### config.mk
export PLATFORM = sky130hd
export DESIGN_NAME = ethernet_ipv4_rx_classifier
export DESIGN_NICKNAME = d
export VERILOG_FILES = /design/src/sv/erc_pkg.sv /design/src/sv/erc_front.sv /design/src/sv/erc_queue.sv /design/src/sv/ethernet_ipv4_rx_classifier.sv
export SDC_FILE = /design/constraint.sdc
export NUM_CORES = 1
export LEC_CHECK = 0
export BUFFER_PORTS_ARGS = -buffer_cell sky130_fd_sc_hd__buf_2
export CAP_MARGIN = 20
export CORE_ASPECT_RATIO = 1.4
export CORE_MARGIN = 2
export CORE_UTILIZATION = 40
export DETAILED_ROUTE_END_ITERATION = 8
export SETUP_SLACK_MARGIN = 0.1
export SLEW_MARGIN = 10
export SYNTH_ARGS = -nofsm -noshare
export SYNTH_HDL_FRONTEND = slang
export SYNTH_SLANG_ARGS = --single-unit
export TNS_END_PERCENT = 5
### constraint.sdc
create_clock -name i_clk -period 5.3 [get_ports i_clk]
set_clock_uncertainty 0.2 [all_clocks]
set_input_delay 0.53 -clock i_clk [delete_from_list [all_inputs] [get_ports i_clk]]
set_output_delay 0.53 -clock i_clk [all_outputs]
set_load 0.05 [all_outputs]
### src/sv/erc_pkg.sv
// shared types, constants and codes for the ethernet ipv4 receive classifier
package erc_pkg;

    localparam int RX_BUFFER_BYTES = 512;
    localparam int MAX_FRAME_BYTES = 2048;

    localparam int IDX_W = $clog2(RX_BUFFER_BYTES);
    localparam int CNT_W = $clog2(RX_BUFFER_BYTES + 1);
    localparam int OFF_W = $clog2(MAX_FRAME_BYTES + 1);

    localparam int ETH_HDR = 14;
    localparam int IP_HDR  = 20;
    localparam int UDP_HDR = 8;

    localparam int OFS_ETYPE_HI = 12;
    localparam int OFS_ETYPE_LO = 13;
    localparam int OFS_PROTO    = 23;
    localparam int OFS_ICMP_KIND = 34;
    localparam int OFS_UDP_PORT_HI = 36;
    localparam int OFS_UDP_PORT_LO = 37;
    localparam int OFS_UDP_LEN_HI  = 38;
    localparam int OFS_UDP_LEN_LO  = 39;
    localparam int OFS_ICMP_ID_HI  = 38;
    localparam int OFS_ICMP_ID_LO  = 39;
    localparam int OFS_ICMP_SEQ_HI = 40;
    localparam int OFS_ICMP_SEQ_LO = 41;
    localparam int OFS_PAYLOAD = ETH_HDR + IP_HDR + UDP_HDR;
    localparam int OFS_MATCH   = OFS_PAYLOAD - 1;

    localparam logic [15:0] ETYPE_ARP  = 16'h0806;
    localparam logic [15:0] ETYPE_IPV4 = 16'h0800;
    localparam logic [7:0]  PROTO_ICMP = 8'd1;
    localparam logic [7:0]  PROTO_TCP  = 8'd6;
    localparam logic [7:0]  PROTO_UDP  = 8'd17;
    localparam logic [7:0]  ICMP_ECHO_REPLY = 8'd0;

    localparam int CFG_IDX_W = 2;
    localparam logic [CFG_IDX_W-1:0] CFG_LISTEN_PORT   = 2'd0;
    localparam logic [CFG_IDX_W-1:0] CFG_ECHO_IDENT    = 2'd1;
    localparam logic [CFG_IDX_W-1:0] CFG_ECHO_SEQUENCE = 2'd2;

    localparam int QUEUE_DEPTH = 4;
    localparam int QPTR_W = $clog2(QUEUE_DEPTH);

    typedef enum logic [2:0] {
        CLS_RUNT        = 3'd0,
        CLS_ARP         = 3'd1,
        CLS_ECHO_REPLY  = 3'd2,
        CLS_TCP         = 3'd3,
        CLS_UDP         = 3'd4,
        CLS_OTHER_IPV4  = 3'd5,
        CLS_OTHER_ETYPE = 3'd6
    } t_frame_class;

    typedef struct packed {
        logic [15:0] listen_port;
        logic [15:0] echo_ident;
        logic [15:0] echo_sequence;
    } t_cfg;

    typedef struct packed {
        logic             payload_valid;
        logic [7:0]       payload_byte;
        logic [IDX_W-1:0] payload_index;
        logic             frame_done;
        t_frame_class     frame_class;
        logic [CNT_W-1:0] delivered_count;
    } t_result;

endpackage

### src/sv/erc_front.sv
// front end: byte offset tracking, header latching, matching and classification
module erc_front (
    input  logic                 i_clk,
    input  logic                 i_rst_n,
    input  logic                 i_accept,
    input  logic [7:0]           i_byte,
    input  logic                 i_last,
    input  erc_pkg::t_cfg        i_cfg,
    output erc_pkg::t_result     o_result
);

    logic [erc_pkg::OFF_W-1:0] r_offset, n_offset;
    logic [15:0]               r_ether_type, n_ether_type;
    logic [7:0]                r_ip_protocol, n_ip_protocol;
    logic [7:0]                r_icmp_kind, n_icmp_kind;
    logic [15:0]               r_port_or_ident, n_port_or_ident;
    logic [15:0]               r_len_or_seq, n_len_or_seq;
    logic [erc_pkg::CNT_W-1:0] r_payload_limit, n_payload_limit;
    logic [erc_pkg::CNT_W-1:0] r_copied, n_copied;
    logic                      r_match, n_match;

    logic        is_ip;
    logic        is_udp;
    logic        is_icmp;
    logic        deliver;
    logic [15:0] udp_data_len;
    erc_pkg::t_frame_class frame_class;

    assign is_ip   = (r_ether_type == erc_pkg::ETYPE_IPV4);
    assign is_udp  = is_ip && (r_ip_protocol == erc_pkg::PROTO_UDP);
    assign is_icmp = is_ip && (r_ip_protocol == erc_pkg::PROTO_ICMP);
    assign udp_data_len = r_len_or_seq - 16'(erc_pkg::UDP_HDR);

    always_comb begin
        n_ether_type    = r_ether_type;
        n_ip_protocol   = r_ip_protocol;
        n_icmp_kind     = r_icmp_kind;
        n_port_or_ident = r_port_or_ident;
        n_len_or_seq    = r_len_or_seq;
        n_payload_limit = r_payload_limit;
        n_match         = r_match;

        if (r_offset == erc_pkg::OFF_W'(erc_pkg::OFS_ETYPE_HI)) begin
            n_ether_type = {i_byte, 8'h00};
        end else if (r_offset == erc_pkg::OFF_W'(erc_pkg::OFS_ETYPE_LO)) begin
            n_ether_type = {r_ether_type[15:8], i_byte};
        end else if (r_offset == erc_pkg::OFF_W'(erc_pkg::OFS_PROTO)) begin
            n_ip_protocol = i_byte;
        end else if (r_offset == erc_pkg::OFF_W'(erc_pkg::OFS_ICMP_KIND)) begin
            n_icmp_kind = i_byte;
        end else if (is_udp) begin
            if (r_offset == erc_pkg::OFF_W'(erc_pkg::OFS_UDP_PORT_HI)) begin
                n_port_or_ident = {i_byte, 8'h00};
            end else if (r_offset == erc_pkg::OFF_W'(erc_pkg::OFS_UDP_PORT_LO)) begin
                n_port_or_ident = {r_port_or_ident[15:8], i_byte};
            end else if (r_offset == erc_pkg::OFF_W'(erc_pkg::OFS_UDP_LEN_HI)) begin
                n_len_or_seq = {i_byte, 8'h00};
            end else if (r_offset == erc_pkg::OFF_W'(erc_pkg::OFS_UDP_LEN_LO)) begin
                n_len_or_seq = {r_len_or_seq[15:8], i_byte};
            end
        end else if (is_icmp) begin
            if (r_offset == erc_pkg::OFF_W'(erc_pkg::OFS_ICMP_ID_HI)) begin
                n_port_or_ident = {i_byte, 8'h00};
            end else if (r_offset == erc_pkg::OFF_W'(erc_pkg::OFS_ICMP_ID_LO)) begin
                n_port_or_ident = {r_port_or_ident[15:8], i_byte};
            end else if (r_offset == erc_pkg::OFF_W'(erc_pkg::OFS_ICMP_SEQ_HI)) begin
                n_len_or_seq = {i_byte, 8'h00};
            end else if (r_offset == erc_pkg::OFF_W'(erc_pkg::OFS_ICMP_SEQ_LO)) begin
                n_len_or_seq = {r_len_or_seq[15:8], i_byte};
            end
        end

        // header decision on the last header byte
        if (r_offset == erc_pkg::OFF_W'(erc_pkg::OFS_MATCH)) begin
            if (is_udp) begin
                n_match = (i_cfg.listen_port != 16'd0)
                          && (n_port_or_ident == i_cfg.listen_port);
                if (!n_match) begin
                    n_payload_limit = '0;
                end else if (udp_data_len > 16'(erc_pkg::RX_BUFFER_BYTES)) begin
                    n_payload_limit = erc_pkg::CNT_W'(erc_pkg::RX_BUFFER_BYTES);
                end else begin
                    n_payload_limit = udp_data_len[erc_pkg::CNT_W-1:0];
                end
            end else if (is_icmp) begin
                n_match = (n_icmp_kind == erc_pkg::ICMP_ECHO_REPLY)
                          && (n_port_or_ident == i_cfg.echo_ident)
                          && (n_len_or_seq == i_cfg.echo_sequence);
            end
        end
    end

    assign deliver = (r_offset >= erc_pkg::OFF_W'(erc_pkg::OFS_PAYLOAD))
                     && (r_offset < erc_pkg::OFF_W'(erc_pkg::MAX_FRAME_BYTES))
                     && is_udp && r_match && (r_copied < r_payload_limit);

    assign n_copied = deliver ? r_copied + 1'b1 : r_copied;
    assign n_offset = (r_offset < erc_pkg::OFF_W'(erc_pkg::MAX_FRAME_BYTES))
                      ? r_offset + 1'b1 : r_offset;

    always_comb begin
        priority if (r_offset < erc_pkg::OFF_W'(erc_pkg::ETH_HDR - 1)) begin
            frame_class = erc_pkg::CLS_RUNT;
        end else if (n_ether_type == erc_pkg::ETYPE_ARP) begin
            frame_class = erc_pkg::CLS_ARP;
        end else if (n_ether_type != erc_pkg::ETYPE_IPV4) begin
            frame_class = erc_pkg::CLS_OTHER_ETYPE;
        end else if (r_offset < erc_pkg::OFF_W'(erc_pkg::ETH_HDR + erc_pkg::IP_HDR - 1)) begin
            frame_class = erc_pkg::CLS_RUNT;
        end else if (n_ip_protocol == erc_pkg::PROTO_ICMP && n_match) begin
            frame_class = erc_pkg::CLS_ECHO_REPLY;
        end else if (n_ip_protocol == erc_pkg::PROTO_TCP) begin
            frame_class = erc_pkg::CLS_TCP;
        end else if (n_ip_protocol == erc_pkg::PROTO_UDP && n_match) begin
            frame_class = erc_pkg::CLS_UDP;
        end else begin
            frame_class = erc_pkg::CLS_OTHER_IPV4;
        end
    end

    always_comb begin
        o_result.payload_valid   = deliver;
        o_result.payload_byte    = deliver ? i_byte : 8'd0;
        o_result.payload_index   = deliver ? r_copied[erc_pkg::IDX_W-1:0] : '0;
        o_result.frame_done      = i_last;
        o_result.frame_class     = i_last ? frame_class : erc_pkg::CLS_RUNT;
        o_result.delivered_count = i_last ? n_copied : '0;
    end

    always_ff @(posedge i_clk) begin
        if (!i_rst_n || (i_accept && i_last)) begin
            r_offset        <= '0;
            r_ether_type    <= '0;
            r_ip_protocol   <= '0;
            r_icmp_kind     <= '0;
            r_port_or_ident <= '0;
            r_len_or_seq    <= '0;
            r_payload_limit <= '0;
            r_copied        <= '0;
            r_match         <= 1'b0;
        end else if (i_accept) begin
            r_offset        <= n_offset;
            r_ether_type    <= n_ether_type;
            r_ip_protocol   <= n_ip_protocol;
            r_icmp_kind     <= n_icmp_kind;
            r_port_or_ident <= n_port_or_ident;
            r_len_or_seq    <= n_len_or_seq;
            r_payload_limit <= n_payload_limit;
            r_copied        <= n_copied;
            r_match         <= n_match;
        end
    end

endmodule

### src/sv/erc_queue.sv
// result queue between the classifier front end and the result port
module erc_queue (
    input  logic                 i_clk,
    input  logic                 i_rst_n,
    input  logic                 i_push,
    input  erc_pkg::t_result     i_data,
    output logic                 o_full,
    input  logic                 i_pop,
    output logic                 o_empty,
    output erc_pkg::t_result     o_data
);

    erc_pkg::t_result r_mem [erc_pkg::QUEUE_DEPTH];

    logic [erc_pkg::QPTR_W-1:0] r_wr_ptr;
    logic [erc_pkg::QPTR_W-1:0] r_rd_ptr;
    logic [erc_pkg::QPTR_W:0]   r_count;
    logic                       do_push;
    logic                       do_pop;

    assign o_full  = (r_count == (erc_pkg::QPTR_W + 1)'(erc_pkg::QUEUE_DEPTH));
    assign o_empty = (r_count == '0);
    assign do_push = i_push && !o_full;
    assign do_pop  = i_pop && !o_empty;
    assign o_data  = r_mem[r_rd_ptr];

    always_ff @(posedge i_clk) begin
        if (do_push) begin
            r_mem[r_wr_ptr] <= i_data;
        end
    end

    always_ff @(posedge i_clk) begin
        if (!i_rst_n) begin
            r_wr_ptr <= '0;
            r_rd_ptr <= '0;
            r_count  <= '0;
        end else begin
            if (do_push) begin
                r_wr_ptr <= r_wr_ptr + 1'b1;
            end
            if (do_pop) begin
                r_rd_ptr <= r_rd_ptr + 1'b1;
            end
            if (do_push && !do_pop) begin
                r_count <= r_count + 1'b1;
            end else if (do_pop && !do_push) begin
                r_count <= r_count - 1'b1;
            end
        end
    end

endmodule

### src/sv/ethernet_ipv4_rx_classifier.sv
// top level of the ethernet ipv4 receive classifier
//
// channel   direction  handshake            request contents
// input     in         i_push / o_full      frame_byte, last_byte
// result    out        o_empty / i_pop      payload and frame report fields
// config    in         i_cfg_valid / ready  register index, 16-bit data
//
// one request per cycle while the queue is not full; its result enters the result queue at the same edge
// a result can be taken in the cycle after its request is accepted
// the four-entry result queue sets full, so input stalls only when four are unread
// reset clears the frame state, the registers and the queue
module ethernet_ipv4_rx_classifier (
    input  logic                          i_clk,
    input  logic                          i_rst_n,
    input  logic                          i_push,
    output logic                          o_full,
    input  logic [7:0]                    i_frame_byte,
    input  logic                          i_last_byte,
    output logic                          o_empty,
    input  logic                          i_pop,
    output logic                          o_payload_valid,
    output logic [7:0]                    o_payload_byte,
    output logic [erc_pkg::IDX_W-1:0]     o_payload_index,
    output logic                          o_frame_done,
    output logic [2:0]                    o_frame_class,
    output logic [erc_pkg::CNT_W-1:0]     o_delivered_count,
    input  logic                          i_cfg_valid,
    output logic                          o_cfg_ready,
    input  logic [erc_pkg::CFG_IDX_W-1:0] i_cfg_index,
    input  logic [15:0]                   i_cfg_data
);

    erc_pkg::t_cfg    r_cfg;
    erc_pkg::t_result front_result;
    erc_pkg::t_result queue_head;
    logic             in_accept;

    assign o_cfg_ready = 1'b1;
    assign in_accept   = i_push && !o_full;

    always_ff @(posedge i_clk) begin
        if (!i_rst_n) begin
            r_cfg <= '0;
        end else if (i_cfg_valid && o_cfg_ready) begin
            unique case (i_cfg_index)
                erc_pkg::CFG_LISTEN_PORT:   r_cfg.listen_port   <= i_cfg_data;
                erc_pkg::CFG_ECHO_IDENT:    r_cfg.echo_ident    <= i_cfg_data;
                erc_pkg::CFG_ECHO_SEQUENCE: r_cfg.echo_sequence <= i_cfg_data;
                default: ;
            endcase
        end
    end

    erc_front u_front (
        .i_clk    (i_clk),
        .i_rst_n  (i_rst_n),
        .i_accept (in_accept),
        .i_byte   (i_frame_byte),
        .i_last   (i_last_byte),
        .i_cfg    (r_cfg),
        .o_result (front_result)
    );

    erc_queue u_queue (
        .i_clk   (i_clk),
        .i_rst_n (i_rst_n),
        .i_push  (i_push),
        .i_data  (front_result),
        .o_full  (o_full),
        .i_pop   (i_pop),
        .o_empty (o_empty),
        .o_data  (queue_head)
    );

    assign o_payload_valid   = queue_head.payload_valid;
    assign o_payload_byte    = queue_head.payload_byte;
    assign o_payload_index   = queue_head.payload_index;
    assign o_frame_done      = queue_head.frame_done;
    assign o_frame_class     = queue_head.frame_class;
    assign o_delivered_count = queue_head.delivered_count;

    a_full_not_empty: assert property (@(posedge i_clk) disable iff (!i_rst_n)
        o_full |-> !o_empty)
        else $error("queue full while empty");

    a_push_fills: assert property (@(posedge i_clk) disable iff (!i_rst_n)
        in_accept |=> !o_empty)
        else $error("accepted request left no result");

    a_count_bound: assert property (@(posedge i_clk) disable iff (!i_rst_n)
        (!o_empty && o_frame_done)
        |-> (o_delivered_count <= erc_pkg::CNT_W'(erc_pkg::RX_BUFFER_BYTES)))
        else $error("delivered count beyond buffer size");

    a_payload_only_when_matched: assert property (@(posedge i_clk) disable iff (!i_rst_n)
        (in_accept && front_result.payload_valid && i_last_byte)
        |-> (front_result.frame_class == erc_pkg::CLS_UDP))
        else $error("payload delivered in a frame not classed as udp");

endmodule
After elaboration in Yosys (flattened, before gate mapping)
Memories as Yosys holds them, arrays and structs flattened. A register that Yosys moved wholly into a read port is not among the register bits. Cells that the tools add are included.

Flip-flop bits (word level): 152. Output and inout bits: 35. Latch bits: 0. Input bits: 32. Logic and storage cells: 141. Memory bits (writable): 128. Bits in read-only memories: 0. Memories: 1.

Bitwise gates (word level): 0. Shift-type cells: 0. Reductions and logical operators: 32. Order comparisons: 6. Add/sub/neg operators: 7. Multipliers: 0. Mux-type cells: 56. Divide/modulo/power cells: 0. Equal/unequal tests: 24.

Memory list: u_queue.r_mem (words 4, bits a word 32, rd ports 1, clocked after memory_dff 1, write ports 1, RTL line erc_queue.sv:13) `erc_pkg::t_result r_mem [erc_pkg::QUEUE_DEPTH];`.

Operators with widths (count): 16-bit 2-to-1 mux (21); 8-bit 2-to-1 mux (13); 12-bit by 6-bit equality test with 1-bit output, second input constant (7); 16-bit equality test (3); 10-bit 2-to-1 mux (4); 16-bit by 12-bit equality test with 1-bit output, second input constant (2); 3-bit 2-to-1 mux (9); 12-bit by 4-bit equality test with 1-bit output, second input constant (2); 8-bit by 1-bit equality test with 1-bit output, second input constant (2); 8-bit by 5-bit equality test with 1-bit output, second input constant (2); 16-bit by 10-bit greater-than comparator with 1-bit output, second input constant (1); 1-bit logical AND (16); 16-bit by 12-bit != test with 1-bit output, second input constant (1); 16-bit nonzero test (1); 16-bit by 4-bit subtractor with 16-bit output, second input constant (1); 12-bit by 1-bit adder with 12-bit output, second input constant (1); 12-bit by 5-bit equality test with 1-bit output, second input constant (1); 12-bit by 6-bit greater-or-equal comparator with 1-bit output, second input constant (1); 12-bit < comparator, second input constant (1); 12-bit by 4-bit < comparator with 1-bit output, second input constant (1); 12-bit by 6-bit < comparator with 1-bit output, second input constant (1); 10-bit by 1-bit adder with 10-bit output, second input constant (1); 10-bit < comparator (1); 9-bit 2-to-1 mux (1); 17 further kinds (31).

Longest topological paths before layout
Gate-level depths: netlist of the first run.

Word-level depth: 25. Depth in mapped cells: 17.

Cells and area by module
Synthesis of the first run repeated with hierarchy kept, for this count alone.

Cell total of the unflattened synthesis: 1497. Area total of the unflattened synthesis: 15018.2 um^2.

By module, submodules not included: erc_front (seq. area each 1941.9 um^2, area each 8018.9 um^2, cells each 1103, instances 1); erc_queue (seq. area each 4023.9 um^2, area each 5147.4 um^2, cells each 215, instances 1); ethernet_ipv4_rx_classifier (seq. area each 960.9 um^2, area each 1851.8 um^2, cells each 179, instances 1).

Least setup slack after synthesis of the first run
No wires, ideal clock.

Kind: register to register. Start: reg u_front.r_offset[0] in the netlist's numbering. End: mem u_queue.r_mem[0][10] in the netlist's numbering, data pin. Required time: 4836 ps. Cell stages (with the launch flop): 16. Setup slack: 1011 ps. Arrival time: 3825 ps. Library setup time: 264 ps. Period minus slack after synthesis: 4289 ps. Path through: dfxtp_1 -> inv_1 -> ha_1 -> clkbuf_1 -> nor4b_1 -> a32oi_1 -> nor2_1 -> mux2_2 -> a2111oi_4 -> nand4_1 -> or4_1 -> or4_1 -> o21ai_2 -> o21bai_1 -> a21oi_1 -> o21ba_1.

RTL lines: start, declared (RTL line erc_front.sv:12) `logic [erc_pkg::OFF_W-1:0] r_offset, n_offset;`; start signal, assigned (RTL line erc_front.sv:142) `r_offset <= n_offset;`; end, declared (RTL line erc_queue.sv:13).

==> results.txt, run 1 <==
global-route wire length before repair - 71,040 µm
Worst-Margin Slew - 0.9729 ns
vias per cell - 5.801
Flop pwr share - 0.439
CTS tree - yes
htree depth - 1
DR WL/cell - 22.89 µm
TNS Setup - 0 ns
syn_nets - 1,552
Warnings, synthesis - 0
pwr dens - 348.0 mW/mm²
Cell Rows - 82
clock network fraction of design power - 0.321
CTS sink count - 282
routability cong. - 1.073
die height - 228.9 µm
Post-synth EDFFs - 128
critical path, cell by cell - inv_1 -> ha_1 -> buf_4 -> or2_2 -> nand4_1 -> nand3_2 -> or4b_1 -> a22oi_1 -> xor2_1 -> nand4_1 -> or4_1 -> o21ai_2 -> o21bai_1 -> a21oi_1 -> o21ba_1
clock slew at reported path FFs - 0.06 ns
drt pass-1 iters - 5
input/output buffers - 65
worst endpoint required time - 5.39 ns
global-route usage over all layers - 0.2475
Worst slew margin - 0.3514
Die X - 164.6 µm
Slowest cell on crit path - or4b_1
WL final - 46,410 µm
CP Launch Type - register
HP Class - input pin to register
Worst setup EP type - register
Critical Path AT - 5.05 ns
Logic pwr share - 0.240
ant diodes - 0
core box area - 0.03570 mm²
Final Max Slew Viols - 0
crit path time final - 4.961 ns
total grt overflow - 0
Final period util - 0.9361
vias in the first global route - 11,800
postcts setup bufs - 0
Die ar. - 0.03767 mm²
final setup fails - 0
ys async rst share - 0
Syn Inst Count - 1,497
Yosys top cell area share - 0.2661
antenna violations before repair - 0
share of layout cells above drive strength 1 - 0.1380
cts repair resizes - 0
largest net degree at the start of global routing - 74
final-report hold violation count - 0
Area Overhead vs Synth - 11.97%
starting density of the core - 0.4046
routed vias - 11,760
status - finished clean
internal power - 3830 µW
DRC violations left - 0
Sw Share - 0.3196
total of max-cap violations - 0
most common flop cell mapped by yosys - dfxtp_1
CTS root buffer - clkbuf_16
Hold Slack - 0.04997 ns
Fillers - 3,487
unrepaired setup endpoints after global routing - no
Crit Path Category - register to register
post-synthesis sequential area ratio - 0.4795
Max rail drop VDD - 0.0002993 V
Most common cell on crit path - nand4_1
post-synthesis sequential element count - 282
post-detail-place hpwl - 34,260 µm
P_sw - 1799 µW
CP max stage delay - 0.61 ns
IO Count - 67
top cells by area, synth - edfxtp_1 (27%), dfxtp_1 (21%), nand2_1 (6.7%), mux4_2 (5.0%), a21oi_1 (3.6%)
Post-DRT Antenna Nets - 0
Mean Syn Cell Area - 9.650 µm²
hold_buf cts - 0
deepest clock path buffer count - 3
fmax - 0.2016 GHz
Final nets - 1,599
Worst-Skew Late Latency - 0.56 ns
area of the mapped netlist - 0.01445 mm²
TritonCTS buffer count - 27
leakage - 0.005441 µW
area leader, netlist - edfxtp_1
DR iter-0 viols - 943
highest net fanout along the worst path - 16
synth unique cells - 89
-- cells by family after synthesis --
| kind of cell | count (synthesis) | share of synthesized area |
|---|---|---|
| AND/OR/NAND/NOR | 591 | 0.2019 |
| multiplexers | 50 | 0.06253 |
| AO/OA/AOI/OAI | 348 | 0.1606 |
| buffers and inverters | 143 | 0.03906 |
| other | 1 | 0.0002596 |
| XOR/XNOR | 59 | 0.03577 |
| adder cells (fa/ha/maj) | 23 | 0.02044 |
| flip-flops | 282 | 0.4795 |
-- per-stage QoR --
stage	cell area, µm²	cells	setup slack, ns	total power, µW	utilization
after floorplan	14450	1497	1.011	3546	-
after global placement	15320	1976	0.3499	3879	0.4292
after detailed placement	15340	1977	0.3389	3891	0.4295
after CTS	16160	2027	0.3068	5702	0.4527
after global routing	16180	2027	0.1512	5862	0.4530
final	16180	2027	0.3387	5629	0.4530
-- final cells by class --
type / count / area, µm² / share of cell area
multi-input cells: 1072 / 6982 / 0.4316
flip-flops and latches: 282 / 6928 / 0.4283
clock buffers: 36 / 719.4 / 0.04448
repair buffers: 111 / 674.4 / 0.04169
well taps: 462 / 578.1 / 0.03574
inverters: 50 / 187.7 / 0.01160
clock inverters: 14 / 106.4 / 0.006575
-- power groups by stage --
stage / sequential, µW / combinational (µW) / clock (µW)
floorplan: 2500 / 1050 / 0
finish: 2470 / 1350 / 1810
global route: 2490 / 1440 / 1930
CTS: 2470 / 1370 / 1860
detailed placement: 2520 / 1370 / 0
global placement: 2510 / 1370 / 0
-- Yosys cell counts, types with 10 or more instances --
cell      count
a21o_1       11
a21oi_1     104
nor4_1       17
clkbuf_1     75
xor2_1       23
nand2b_1     15
nor2b_1      11
and3_1       13
nor3_1       36
or3_1        15
a21boi_0     55
mux2i_1      16
ha_1         22
buf_1        10
nor2_1       77
inv_1        50
nand3_1      33
dfxtp_1     154
xnor2_1      36
edfxtp_1    128
mux4_2       32
nand2_1     258
and2_1       43
o21ai_0      52
a31oi_1      10
o22ai_1      11
a22oi_1      17
nand4_1      28
-- layout by cell type (no fill, tap or decap), types with 43 or more instances in the layout --
master	count
dfxtp_1	153
buf_2	65
a21oi_1	103
inv_1	50
and2_1	43
nand2_1	257
edfxtp_1	128
o21ai_0	52
buf_4	45
a21boi_0	55
nor2_1	77
-- final timing paths --
path	slack, ns	startpoint	end	cells past startpoint
worst max register to register	0.34	u_front.r_offset[1]	u_queue.r_mem[3][10]	15
worst max-delay path	0.34	u_front.r_offset[1]	u_queue.r_mem[3][10]	15
worst min register to register	0.26	u_front.r_ether_type[11]	u_front.r_ether_type[11]	2
worst min-delay path	0.05	i_cfg_data[12]	r_cfg[44]	3
-- flip-flops by register name, indices dropped and copies added, names as in the netlist, named ones only --
name,count
r_cfg,48
u_front.r_copied,10
u_front.r_ether_type,16
u_front.r_icmp_kind,8
u_front.r_ip_protocol,8
u_front.r_len_or_seq,16
u_front.r_match,1
u_front.r_offset,12
u_front.r_payload_limit,10
u_front.r_port_or_ident,16
u_queue.r_count,3
u_queue.r_mem,128
u_queue.r_rd_ptr,2
u_queue.r_wr_ptr,2
-- critical path: cells and delay by family (launching register included) --
| kind | cells | cell delay [ns] |
|---|---|---|
| adders and majority gates | 1 | 0.22 |
| and+or+nand+nor | 6 | 2.12 |
| AOI/OAI and AO/OA | 5 | 1.00 |
| buffers and inverters | 2 | 0.32 |
| DFF | 1 | 0.45 |
| xor gates and xnor gates | 1 | 0.37 |
-- routing by layer --
| layer | GRT usage | share of wire |
|---|---|---|
| met5 | 0 | 0 |
| met4 | 0.1563 | 0.070 |
| met3 | 0.02794 | 0.052 |
| met2 | 0.4244 | 0.49 |
| met1 | 0.2916 | 0.39 |
(Power assumes the default switching activity.)
==> run 2: changes to the inputs <==
- clock period: 5.3 -> 6.2 ns (I/O delays scaled with it)
==> results.txt, run 2 (synthesized netlist as in run 1, its figures left out) <==
CTS root buffer - clkbuf_16 (unchanged)
CTS tree - yes (unchanged)
HP Class - input pin to register (unchanged)
DP Worst Slack - 0.9971 ns (was 0.3389 ns)
Post-DRT Antenna Nets - 0 (unchanged)
Fillers - 3,471 (was 3,487)
Placed Cells - 1,955 (was 1,977)
Die X - 164.6 µm (unchanged)
routability cong. - 1.008 (was 1.073)
total of max-cap violations - 0 (unchanged)
vias in the first global route - 11,690 (was 11,800)
Worst-Margin Slew - 1.093 ns (was 0.9729 ns)
Slowest cell on crit path - nor4b_1 (was or4b_1)
TritonCTS buffer count - 27 (unchanged)
leakage - 0.005345 µW (was 0.005441 µW)
global-route usage over all layers - 0.2505 (was 0.2475)
Max rail drop VDD - 0.0002756 V (was 0.0002993 V)
ant diodes - 0 (unchanged)
postcts setup bufs - 0 (unchanged)
drt pass-1 iters - 5 (unchanged)
fmax - 0.1873 GHz (was 0.2016 GHz)
largest net degree at the start of global routing - 73 (was 74)
status - finished clean (unchanged)
deepest clock path buffer count - 3 (unchanged)
die height - 228.9 µm (unchanged)
core box area - 0.03570 mm² (unchanged)
Biggest register - u_queue.r_mem (unchanged)
total grt overflow - 0 (unchanged)
max reg flops - 128 (unchanged)
highest net fanout along the worst path - 17 (was 16)
starting density of the core - 0.4046 (unchanged)
antenna violations before repair - 0 (unchanged)
input/output buffers - 65 (unchanged)
global-route wire length before repair - 71,390 µm (was 71,040 µm)
unrepaired setup endpoints after global routing - no (unchanged)
most frequent cells in the layout - nand2_1 (257), dfxtp_1 (153), edfxtp_1 (128) (unchanged)
vias per cell - 5.901 (was 5.801)
critical path, cell by cell - inv_1 -> ha_1 -> nor4b_1 -> a32oi_1 -> nor4_4 -> mux2i_1 -> nor4b_1 -> nand3_1 -> or4_1 -> or4_1 -> o21ai_2 -> o21bai_1 -> a21oi_1 -> o21ba_1 (was inv_1 -> ha_1 -> buf_4 -> or2_2 -> nand4_1 -> nand3_2 -> or4b_1 -> a22oi_1 -> xor2_1 -> nand4_1 -> or4_1 -> o21ai_2 -> o21bai_1 -> a21oi_1 -> o21ba_1)
Die ar. - 0.03767 mm² (unchanged)
WL final - 46,900 µm (was 46,410 µm)
clock slew at reported path FFs - 0.06 ns (about the same)
TNS Setup - 0 ns (unchanged)
pwr dens - 303.3 mW/mm² (was 348.0 mW/mm²)
Hold Slack - 0.1400 ns (was 0.04997 ns)
Worst-Skew Late Latency - 0.56 ns (about the same)
reg-to-reg setup timing slack - 0.86 ns (was 0.34 ns)
Final Max Slew Viols - 0 (unchanged)
Worst slew margin - 0.2525 (was 0.3514)
DR WL/cell - 23.39 µm (was 22.89 µm)
Finished Layout Cells - 2,005 (was 2,027)
worst endpoint required time - 6.31 ns (was 5.39 ns)
DR iter-0 viols - 1,055 (was 943)
final setup fails - 0 (unchanged)
Top Registers - u_queue.r_mem: 128 flops, r_cfg: 48 flops (unchanged)
Area Overhead vs Synth - 10.86% (was 11.97%)
crit path time final - 5.340 ns (was 4.961 ns)
DRC violations left - 0 (unchanged)
total power - 4857 µW (was 5629 µW)
final-report hold violation count - 0 (unchanged)
CP max stage delay - 0.71 ns (was 0.61 ns)
Crit Path Category - register to register (unchanged)
share of layout cells above drive strength 1 - 0.1264 (was 0.1380)
post-route setup slack - 0.8597 ns (was 0.3387 ns)
most common cell after layout, fill and taps aside - nand2_1 (unchanged)
htree depth - 1 (unchanged)
Final nets - 1,577 (was 1,599)
CTS sink count - 282 (unchanged)
Worst setup EP type - register (unchanged)
hold_buf cts - 0 (unchanged)
IO Count - 67 (unchanged)
cts repair resizes - 0 (unchanged)
Critical Path AT - 5.45 ns (was 5.05 ns)
post-detail-place hpwl - 34,430 µm (was 34,260 µm)
Final period util - 0.8613 (was 0.9361)
routed vias - 11,830 (was 11,760)
Cell Rows - 82 (unchanged)
CP Launch Type - register (unchanged)
[run 2: metal layers]
layer | GRT usage | wire, µm | vias up
li1 | - | - | 5484
met1 | 0.2913 | 17970 | 5743
met2 | 0.4431 | 23600 | 454
met3 | 0.02740 | 2307 | 150
met4 | 0.1402 | 3013 | 0
met5 | 0 | 0 | -
[run 2: final cells by class]
cell class / instances / area [µm²] / share of cell area
Sequential cell: 282 / 6928 / 0.4326
Clock buffer: 35 / 706.9 / 0.04414
Tap cell: 462 / 578.1 / 0.03609
Multi-Input combinational cell: 1072 / 6968 / 0.4351
Clock inverter: 15 / 137.6 / 0.008594
Timing Repair Buffer: 89 / 509.2 / 0.03180
Inverter: 50 / 187.7 / 0.01172
[run 2: critical path, delay by kind of cell (launching register included)]
family | cells | cell delay [ns]
buffers and inverters | 1 | 0.12
multiplexers | 1 | 0.16
AND/OR/NAND/NOR | 6 | 2.72
flip-flops | 1 | 0.46
adder cells (fa/ha/maj) | 1 | 0.40
AO/OA/AOI/OAI | 5 | 1.01
[run 2: worst paths after layout]
path                               from                         end  cells past startpoint
min                       i_cfg_data[3]                   r_cfg[19]                      3
max reg2reg         u_front.r_offset[1]        u_queue.r_mem[0][10]                     14
max                 u_front.r_offset[1]        u_queue.r_mem[0][10]                     14
min reg2reg  u_front.r_payload_limit[3]  u_front.r_payload_limit[3]                      2
[run 2: report_power, final]
part           total (µW)  switching (µW)  leakage [µW]  internal, µW
Combinational        1150             800       0.00247           348
Clock                1590             703      0.000419           892
Sequential           2110            51.7       0.00245          2060
Total                4860            1550       0.00534          3300
[run 2: through the flow]
stage	area [µm²]	util
6_report	16020	0.4486
5_1_grt	16020	0.4486
2_1_floorplan	14450	-
3_3_place_gp	15160	0.4246
4_1_cts	16020	0.4486
3_5_place_dp	15170	0.4249
==> run 3: changes to the inputs <==
- clock period: 6.2 -> 4.9 ns (I/O delays scaled with it)
==> results.txt, run 3 (synthesized netlist as in run 1, its figures left out) <==
status - finished clean (unchanged)
pwr dens - 381.4 mW/mm² (was 303.3 mW/mm²)
Fillers - 3,443 (was 3,471)
Flop pwr share - 0.431 (was 0.435)
WL final - 47,410 µm (was 46,900 µm)
register area - 0.006929 mm² (was 0.006928 mm²)
routed vias - 12,000 (was 11,830)
starting density of the core - 0.4046 (unchanged)
Worst-Margin Slew - 0.9747 ns (was 1.093 ns)
global-route wire length before repair - 71,590 µm (was 71,390 µm)
P_sw - 1970 µW (was 1555 µW)
share of layout cells above drive strength 1 - 0.1575 (was 0.1264)
ant diodes - 0 (unchanged)
Cell Rows - 82 (unchanged)
TNS Setup - 0 ns (unchanged)
Worst setup EP type - register (unchanged)
htree depth - 1 (unchanged)
crit path time final - 4.664 ns (was 5.340 ns)
Slowest cell on crit path - or4_4 (was nor4b_1)
Max rail drop VDD - 0.0003286 V (was 0.0002756 V)
Area Overhead vs Synth - 14.33% (was 10.86%)
routability cong. - 1.051 (was 1.008)
footprint of the multi-input gates - 0.006982 mm² (was 0.006968 mm²)
fmax - 0.2144 GHz (was 0.1873 GHz)
CP max stage delay - 0.62 ns (was 0.71 ns)
core box area - 0.03570 mm² (unchanged)
Final Max Slew Viols - 0 (unchanged)
CP Launch Type - register (unchanged)
Placed Cells - 2,000 (was 1,955)
IO Count - 67 (unchanged)
worst endpoint required time - 4.99 ns (was 6.31 ns)
post-detail-place hpwl - 34,900 µm (was 34,430 µm)
DR WL/cell - 23.06 µm (was 23.39 µm)
global-route usage over all layers - 0.2518 (was 0.2505)
critical path, cell by cell - or4b_4 -> or4_4 -> o31ai_1 -> a21bo_2 -> a22oi_1 -> o311ai_0 -> nand4b_1 -> or4_1 -> o21ai_2 -> o21bai_1 -> a21oi_1 -> o21ba_1 (was inv_1 -> ha_1 -> nor4b_1 -> a32oi_1 -> nor4_4 -> mux2i_1 -> nor4b_1 -> nand3_1 -> or4_1 -> or4_1 -> o21ai_2 -> o21bai_1 -> a21oi_1 -> o21ba_1)
total grt overflow - 0 (unchanged)
leakage - 0.005641 µW (was 0.005345 µW)
CTS root buffer - clkbuf_16 (unchanged)
final core occ - 0.4626 (was 0.4486)
die height - 228.9 µm (unchanged)
Finished Layout Cells - 2,056 (was 2,005)
most common cell after layout, fill and taps aside - nand2_1 (unchanged)
DRC violations left - 0 (unchanged)
drt pass-1 iters - 6 (was 5)
highest net fanout along the worst path - 9 (was 17)
Final nets - 1,628 (was 1,577)
CTS sink count - 282 (unchanged)
CTS tree - yes (unchanged)
Biggest register - u_queue.r_mem (unchanged)
largest net degree at the start of global routing - 73 (unchanged)
total power - 6300 µW (was 4857 µW)
antenna violations before repair - 1 (was 0)
Logic pwr share - 0.229 (was 0.236)
unrepaired setup endpoints after global routing - no (unchanged)
max reg flops - 128 (unchanged)
final setup fails - 0 (unchanged)
Sw Share - 0.3127 (was 0.3201)
Hold Slack - 0.01973 ns (was 0.1400 ns)
Die X - 164.6 µm (unchanged)
total of max-cap violations - 0 (unchanged)
input/output buffers - 65 (unchanged)
Final period util - 0.9518 (was 0.8613)
Top Registers - u_queue.r_mem: 128 flops, r_cfg: 48 flops (unchanged)
Post-DRT Antenna Nets - 0 (unchanged)
clock slew at reported path FFs - 0.06 ns (about the same)
deepest clock path buffer count - 3 (unchanged)
TritonCTS buffer count - 27 (unchanged)
Worst slew margin - 0.3417 (was 0.2525)
HP Class - input pin to register (unchanged)
most frequent cells in the layout - nand2_1 (257), dfxtp_1 (152), edfxtp_1 (128) (was nand2_1 (257), dfxtp_1 (153), edfxtp_1 (128))
Critical Path AT - 4.76 ns (was 5.45 ns)
final-report hold violation count - 0 (unchanged)
vias in the first global route - 11,930 (was 11,690)
DR iter-0 viols - 879 (was 1,055)
Die ar. - 0.03767 mm² (unchanged)
Worst-Skew Late Latency - 0.56 ns (about the same)
internal power - 4330 µW (was 3303 µW)
clock network fraction of design power - 0.340 (was 0.328)
Crit Path Category - register to register (unchanged)
vias per cell - 5.835 (was 5.901)
run 3: worst max-delay path, delay by kind of cell (launching register included):
kind | cells | cell delay, ns
compound gates | 8 | 1.71
flops | 1 | 0.49
simple gates | 4 | 1.98
run 3: repair_timing:
action,4_1_cts,5_1_grt
gates resized for setup,0,7
endpoints found under the hold margin,10,0
endpoints found under the setup margin,0,13
hold buffers,5,0
setup buffers,0,0
run 3: stage by stage:
step | instance area (µm²) | worst slack [ns]
after CTS | 16490 | 0.1224
after global routing | 16520 | 0.1255
after floorplan | 14450 | 0.6108
after global placement | 15520 | 0.1671
after detailed placement | 15520 | 0.1351
final | 16520 | 0.2360
run 3: cell type report:
type                            instances  share of cell area
Multi-Input combinational cell       1072              0.4227
Clock inverter                         13            0.008939
Sequential cell                       282              0.4195
Timing Repair Buffer                  140             0.05553
Tap cell                              462             0.03500
Clock buffer                           37             0.04689
Inverter                               50             0.01136
run 3: routing by layer:
metal  track usage  vias up  share of wire
li1              -     5571              -
met2        0.4355      442           0.49
met5             0        -        0.00027
met4        0.1476        2          0.067
met1        0.2912     5807           0.38
met3       0.03938      175          0.056
run 3: final timing paths:
check / start / end / slack, ns / depth (start not counted)
worst max register to register: u_front.r_offset[5] / u_queue.r_mem[0][10] / 0.24 / 12
worst max-delay path: u_front.r_offset[5] / u_queue.r_mem[0][10] / 0.24 / 12
worst min register to register: u_front.r_ether_type[11] / u_front.r_ether_type[11] / 0.26 / 2
worst min-delay path: i_cfg_data[2] / r_cfg[18] / 0.02 / 3
run 3: power groups by stage:
stage | Sequential [µW] | Combinational (µW) | Clock [µW]
floorplan | 2700 | 1130 | 0
global placement | 2760 | 1440 | 0
CTS | 2720 | 1450 | 2190
global route | 2730 | 1530 | 2280
finish | 2710 | 1440 | 2140
detailed placement | 2770 | 1450 | 0
